--- src/rtl/vumph_pkg.sv ---
// Package for the VU meter peak-hold block: widths, register codes,
// configuration struct and the raw-to-Q16 target function.
// No dependencies.
`default_nettype none

package vumph_pkg;

   // Fixed field widths
   localparam int IN_LANES    = 4;
   localparam int LANES_DEF   = 4;
   localparam int RAW_W       = 16;
   localparam int DT_W        = 20;
   localparam int Q16_W       = 17;
   localparam int TIME_W      = 24;
   localparam int DECAY_W     = 16;
   localparam int CLAMP_W     = 12;
   localparam int TGT_SHIFT   = 5;
   localparam int DECAY_SHIFT = 10;
   localparam int PROD_W      = Q16_W + DT_W;
   localparam int FALL_W      = DT_W + DECAY_W - DECAY_SHIFT;
   localparam int CSR_IDX_W   = 2;
   localparam int CSR_DATA_W  = 24;

   localparam logic [CLAMP_W-1:0] FULL_RAW = CLAMP_W'(2048);
   localparam logic [TIME_W-1:0]  HOLD_MAX = {TIME_W{1'b1}};

   // Register reset values
   localparam logic [TIME_W-1:0]  RELEASE_RST = TIME_W'(300000);
   localparam logic [TIME_W-1:0]  HOLD_RST    = TIME_W'(1000000);
   localparam logic [DECAY_W-1:0] DECAY_RST   = DECAY_W'(32768);

   typedef enum logic [CSR_IDX_W-1:0] {
      CSR_RELEASE = 2'd0,
      CSR_HOLD    = 2'd1,
      CSR_DECAY   = 2'd2
   } csr_index_type;

   typedef struct packed {
      logic [TIME_W-1:0]  release_us;
      logic [TIME_W-1:0]  hold_us;
      logic [DECAY_W-1:0] decay;
   } cfg_type;

   // Clamp a raw magnitude at full scale and scale it to Q16
   function automatic logic [Q16_W-1:0] target_of(input logic [RAW_W-1:0] raw);
      logic [CLAMP_W-1:0] clamped;
      clamped = (raw > RAW_W'(FULL_RAW)) ? FULL_RAW : raw[CLAMP_W-1:0];
      return {clamped, {TGT_SHIFT{1'b0}}};
   endfunction

endpackage

`default_nettype wire

--- src/rtl/vumph_divider.sv ---
// Restoring divider, one quotient bit per cycle, for the level release step.
// No package dependency.
`default_nettype none

module vumph_divider #(
   parameter int DIVIDEND_W = 37,
   parameter int DIVISOR_W  = 24
) (
   input  wire logic                  clock,
   input  wire logic                  reset,
   input  wire logic                  start,
   input  wire logic [DIVIDEND_W-1:0] dividend,
   input  wire logic [DIVISOR_W-1:0]  divisor,
   output logic                       done,
   output logic [DIVIDEND_W-1:0]      quotient
);
   localparam int CNT_W = $clog2(DIVIDEND_W + 1);

   logic [DIVIDEND_W-1:0] quot_ff, quot_in;
   logic [DIVISOR_W-1:0]  rem_ff, rem_in;
   logic [DIVISOR_W-1:0]  dvs_ff;
   logic [CNT_W-1:0]      cnt_ff, cnt_in;
   logic                  run_ff, run_in;
   logic                  done_ff, done_in;
   logic [DIVISOR_W:0]    trial;
   logic [DIVISOR_W:0]    diff;
   logic                  qbit;

   // One trial subtraction per cycle
   always_comb begin
      trial = {rem_ff, quot_ff[DIVIDEND_W-1]};
      diff  = trial - {1'b0, dvs_ff};
      qbit  = (trial >= {1'b0, dvs_ff});
   end

   always_comb begin
      quot_in = quot_ff;
      rem_in  = rem_ff;
      cnt_in  = cnt_ff;
      run_in  = run_ff;
      done_in = 1'b0;
      if (start) begin
         quot_in = dividend;
         rem_in  = '0;
         cnt_in  = CNT_W'(DIVIDEND_W);
         run_in  = 1'b1;
      end else if (run_ff) begin
         quot_in = {quot_ff[DIVIDEND_W-2:0], qbit};
         rem_in  = qbit ? diff[DIVISOR_W-1:0] : trial[DIVISOR_W-1:0];
         cnt_in  = cnt_ff - CNT_W'(1);
         if (cnt_ff == CNT_W'(1)) begin
            run_in  = 1'b0;
            done_in = 1'b1;
         end
      end
   end

   always_ff @(posedge clock) begin
      if (reset) begin
         run_ff  <= 1'b0;
         done_ff <= 1'b0;
         cnt_ff  <= '0;
      end else begin
         run_ff  <= run_in;
         done_ff <= done_in;
         cnt_ff  <= cnt_in;
      end
   end

   always_ff @(posedge clock) begin
      quot_ff <= quot_in;
      rem_ff  <= rem_in;
      if (start) begin
         dvs_ff <= divisor;
      end
   end

   assign done     = done_ff;
   assign quotient = quot_ff;

endmodule

`default_nettype wire

--- src/rtl/vumph_lane.sv ---
// One meter lane: level with instant attack and divided release, peak with
// hold timer and linear decay. Depends on vumph_pkg and vumph_divider.
`default_nettype none

module vumph_lane (
   input  wire logic                      clock,
   input  wire logic                      reset,
   input  wire logic                      start,
   input  wire logic [vumph_pkg::Q16_W-1:0] target,
   input  wire logic [vumph_pkg::DT_W-1:0]  dt,
   input  wire vumph_pkg::cfg_type         cfg,
   output logic                           done,
   output logic [vumph_pkg::Q16_W-1:0]    level,
   output logic [vumph_pkg::Q16_W-1:0]    peak
);
   import vumph_pkg::*;

   typedef enum logic [2:0] {
      L_IDLE = 3'b001,
      L_MUL  = 3'b010,
      L_DIV  = 3'b100
   } lane_state_type;

   lane_state_type     state_ff, state_in;
   logic [Q16_W-1:0]   level_ff, level_in;
   logic [Q16_W-1:0]   peak_ff, peak_in;
   logic [TIME_W-1:0]  hold_ff, hold_in;
   logic [Q16_W-1:0]   target_ff;
   logic [DT_W-1:0]    dt_ff;
   logic [FALL_W-1:0]  fall_ff;
   logic               done_ff, done_in;

   logic [Q16_W-1:0]   gap;
   logic [PROD_W-1:0]  prod;
   logic [DT_W+DECAY_W-1:0] fall_full;
   logic [TIME_W-1:0]  rel;
   logic               div_start;
   logic               div_done;
   logic [PROD_W-1:0]  step;
   logic [TIME_W:0]    hold_sum;
   logic [TIME_W-1:0]  hold_sat;

   // Distance above target, and the two products
   always_comb begin
      gap       = (target_ff > level_ff) ? '0 : level_ff - target_ff;
      prod      = PROD_W'(gap) * PROD_W'(dt_ff);
      fall_full = (DT_W+DECAY_W)'(dt_ff) * (DT_W+DECAY_W)'(cfg.decay);
      rel       = (cfg.release_us == '0) ? TIME_W'(1) : cfg.release_us;
      div_start = (state_ff == L_MUL);
      hold_sum  = {1'b0, hold_ff} + (TIME_W+1)'(dt_ff);
      hold_sat  = hold_sum[TIME_W] ? HOLD_MAX : hold_sum[TIME_W-1:0];
   end

   vumph_divider #(
      .DIVIDEND_W (PROD_W),
      .DIVISOR_W  (TIME_W)
   ) u_div (
      .clock    (clock),
      .reset    (reset),
      .start    (div_start),
      .dividend (prod),
      .divisor  (rel),
      .done     (div_done),
      .quotient (step)
   );

   // Sequence the lane and commit the new state when the quotient lands
   always_comb begin
      state_in = state_ff;
      level_in = level_ff;
      peak_in  = peak_ff;
      hold_in  = hold_ff;
      done_in  = 1'b0;
      case (state_ff)
         L_IDLE: begin
            if (start) begin
               state_in = L_MUL;
            end
         end
         L_MUL: begin
            state_in = L_DIV;
         end
         L_DIV: begin
            if (div_done) begin
               state_in = L_IDLE;
               done_in  = 1'b1;
               // level: jump up, otherwise release by the truncated step
               if (target_ff > level_ff) begin
                  level_in = target_ff;
               end else if (step >= PROD_W'(level_ff)) begin
                  level_in = '0;
               end else begin
                  level_in = level_ff - step[Q16_W-1:0];
               end
               // peak: capture and restart hold, or age and decay
               if (target_ff > peak_ff) begin
                  peak_in = target_ff;
                  hold_in = '0;
               end else begin
                  hold_in = hold_sat;
                  if (hold_sat > cfg.hold_us) begin
                     if (fall_ff >= FALL_W'(peak_ff)) begin
                        peak_in = '0;
                     end else begin
                        peak_in = peak_ff - fall_ff[Q16_W-1:0];
                     end
                  end
               end
            end
         end
         default: begin
            state_in = L_IDLE;
         end
      endcase
   end

   always_ff @(posedge clock) begin
      if (reset) begin
         state_ff <= L_IDLE;
         level_ff <= '0;
         peak_ff  <= '0;
         hold_ff  <= '0;
         done_ff  <= 1'b0;
      end else begin
         state_ff <= state_in;
         level_ff <= level_in;
         peak_ff  <= peak_in;
         hold_ff  <= hold_in;
         done_ff  <= done_in;
      end
   end

   // Latch the beat operands and the registered decay product
   always_ff @(posedge clock) begin
      if (start && state_ff == L_IDLE) begin
         target_ff <= target;
         dt_ff     <= dt;
      end
      if (state_ff == L_MUL) begin
         fall_ff <= fall_full[DT_W+DECAY_W-1:DECAY_SHIFT];
      end
   end

   assign done  = done_ff;
   assign level = level_ff;
   assign peak  = peak_ff;

endmodule

`default_nettype wire

--- config.mk ---
export PLATFORM = sky130hd
export DESIGN_NAME = vumph_lane
export DESIGN_NICKNAME = d
export VERILOG_FILES = /design/src/rtl/vumph_pkg.sv /design/src/rtl/vumph_divider.sv /design/src/rtl/vumph_lane.sv
export SDC_FILE = /design/constraint.sdc
export NUM_CORES = 2
export LEC_CHECK = 0
export BUFFER_PORTS_ARGS = -buffer_cell sky130_fd_sc_hd__buf_2
export CORE_ASPECT_RATIO = 1.5
export CORE_MARGIN = 5
export CORE_UTILIZATION = 65
export DETAILED_ROUTE_END_ITERATION = 6
export PLACE_DENSITY = 0.83
export SETUP_SLACK_MARGIN = 0.2
export SLEW_MARGIN = 30
export SYNTH_ARGS = -nofsm -noshare
export SYNTH_HDL_FRONTEND = slang
export SYNTH_SLANG_ARGS = --single-unit
--- constraint.sdc ---
create_clock -name clock -period 13.96 [get_ports clock]
set_clock_uncertainty 0.15 [all_clocks]
set_input_delay 4.188 -clock clock [delete_from_list [all_inputs] [get_ports clock]]
set_output_delay 4.188 -clock clock [all_outputs]
set_load 0.05 [all_outputs]
==> impl_results.md <==
* Status: finished clean
* First-pass GRT wire length at 146500 um
* Vias per cell at 5.951
* Worst min-delay path startpoint: hold_ff[0]
* Clk buf depth at 3
* Top cells by count, synth: inv_1 (754), nand2_1 (538), fa_1 (523)
* EDFF count, synth at 124
* Top post-synthesis cells by area: fa_1 (30%), ha_1 (14%), edfxtp_1 (11%), inv_1 (8.1%), nand2_1 (5.8%)
* HPWL Detailed at 69100 um
* Placed cell areas at 0.03630 sq mm
* Tmin final at 10.36 ns
* Fin area at 0.03710 sq mm
* Area of the multi-input gates at 0.02596 sq mm
* Placer Congestion at 0.9481
* Sw frac at 49.14%
* Filler Cell Count at 4074
* CP max-delay cell: a21oi_4
* Grt total ovfl at 0
* Clock sink count at 218
* Drt drc at 0
* Max VDD drop at 0.2832 mV
* Number of nets in the layout at 4949
* Fraction of layout cells with a size suffix above 1 at 6.805%
* Clock share of power at 11.0%
* Hold WC Path Type: reg2reg
* Post_cts resized at 0
* Max_slew headroom at 32.61%
* Maximum number of pins on one net before global-route repair at 75
* Vias post-DR at 27631
* Top cell type's share of synthesized area at 29.82%
* Cells after Synth at 3923
* Internal Power at 2.975 mW
* Synth warn at 0
* Min Hold Slack at 0.3016 ns
* Reg2reg start: target_ff[1]
* Asr flop ratio synth at 0%
* Die H at 294.6 um
* Worst-path fanout max at 26
* Std-Cell Rows at 104
* Max-cap violation count at 0
* Power per Cell Area at 157.7 mW/mm^2
* CTS H-Tree Depth at 1
* Antenna violations before repair at 2
* Slew @ Worst Pin at 1.006 ns
* CP Data Required Time at 14.06 ns
* Setup Fix Bufs, Post-CTS at 0
* Fin worst setup slack at 3.601 ns
* CP Class: reg2reg
* Final Hold Fails at 0
* CTS tree: yes
* Skew-Pair Late Insertion Delay at 0.57 ns
* Initial DRT Pass Iterations at 6
* Initial core utilization at 65.49%
* Seq pwr share at 17.2%
* Top_reg_cell synth: edfxtp_1
* Die area at 0.05886 sq mm
* Final setup TNS at 0 ns
* Post-synth cell types at 87
* Post-Syn Nets at 4936
* CP delay by family, top: adder cells
* Post-synth top area cell: fa_1
* Core Region at 0.05361 sq mm
* Top-count cell post-synth: inv_1
* CP peak stage delay at 0.58 ns
* Flop and latch count out of synthesis at 218
* P_sw at 2.875 mW
* Antenna violation net count after detailed routing at 0
* Slew Viols, Final at 0
* Worst path arrival time at 10.46 ns
* Fmax achieved at 0.09653 GHz
* CP Launch Type: register
* # setup viols final at 0
* Overall routing resource usage at 31.05%
* Post-layout util at 69.21%
* Register Area at 0.005607 sq mm
* Initial DRC Count at 1669
* Vias in the first global route at 29442
* Post-Syn Area at 0.03511 sq mm
* Post-place setup slack at 3.281 ns
* Clock slew at reported path FFs at 0.06 ns
* DR WL/cell at 19.33 um
* Post-synthesis sequential area ratio at 15.97%
* P_leak at 18.31 nW
* Crit path launch: target_ff[1]
* Quantity of I/O buffers inserted on ports at 138
* Most used cell, CP: fa_1
* Area grow syn2layout at 5.684%
* Clock Tree Root: clkbuf_16
* Buffers & Inverters on Critical Path at 7
* Comb power frac at 71.7%
* Worst setup EP type: register
* Final period utilization at 74.20%
* Die W at 199.8 um
* Syn Area/Cell at 8.949 sq um
* Ports at 139
* Hold_buf cts at 0
* RSZ-0062 raised after global routing: false
* Total wire length at 89750 um
* CTS Buf Count at 23
==> final timing paths <==
check	to	slack, ns	cells after the start
min reg2reg	hold_ff[0]	0.30	2
max reg2reg	u_div.quotient[35]	3.60	34
max	u_div.quotient[35]	3.60	34
min	hold_ff[0]	0.30	2
==> state kept, by name, summed over array words and instances (netlist names) <==
signal          cells
u_div.done          1
u_div.dvs_ff       24
level              17
fall_ff            26
hold_ff            24
u_div.rem_ff       24
u_div.quotient     37
target_ff          17
peak               17
done                1
state_ff            3
u_div.cnt_ff        6
dt_ff              20
u_div.run_ff        1
==> layout by cell type, fill, tap and decap left out, types with 23 or more instances in the layout <==
master and n:
xor2_1 48, dfxtp_1 93, nor2b_1 29, ha_1 386
nor3_1 35, a221oi_1 36, and2_1 232, clkbuf_16 23
nand3_1 28, nand2b_1 29, buf_2 138, a21o_1 65
nand2_1 538, xnor2_1 82, a211oi_1 58, fa_1 523
buf_4 41, o21ai_0 107, o21a_1 36, edfxtp_1 124
nor2_1 106, inv_1 754, a21oi_1 146
==> layer usage <==
metal	GRT usage (%)	wire, um	vias up	part of all wire, %
met5	0	13	-	0.014
met4	15.66	5527	2	6.2
met3	4.746	6350	352	7.1
met2	56.13	45970	1168	51
met1	35.29	31890	13584	36
li1	-	-	12525	-
==> layout make-up <==
type,instances,share of cell area [%]
diodes,1,0.006744
clock buffers,25,1.571
clock inverters,17,0.5193
inverters,755,7.641
multi-input cells,2756,69.96
flip-flops and latches,218,15.11
well taps,689,2.323
repair buffers,182,2.870
==> stage by stage <==
step                      power [mW]  cells
after floorplan                3.880   3923
after global placement         4.983   4597
after detailed placement       5.142   4599
after CTS                      5.808   4641
after global routing           6.335   4642
final                          5.850   4643
==> power by group through the flow <==
stage	Clock (mW)	Sequential [mW]	Combinational [mW]
6_report	0.646	1.01	4.20
5_1_grt	0.679	1.01	4.64
4_1_cts	0.654	1.01	4.15
3_5_place_dp	0	1.02	4.12
3_3_place_gp	0	1.02	3.97
2_1_floorplan	0	0.994	2.89
==> logic make-up after synthesis <==
family          Yosys count  synth area share [%]
simple gates           1105                 15.05
buf+inv                 949                 10.31
fa+ha+maj               909                 43.58
compound gates          602                 11.56
flops                   218                 15.97
xor+xnor                130                 3.243
mux                      10                0.2922
==> tightest hold or removal path: cells and delay by family, from the launching register on <==
family,cells,cell delay (ns)
simple gates,2,0.09
flops,1,0.31
Power figures use the tool's default switching activity.
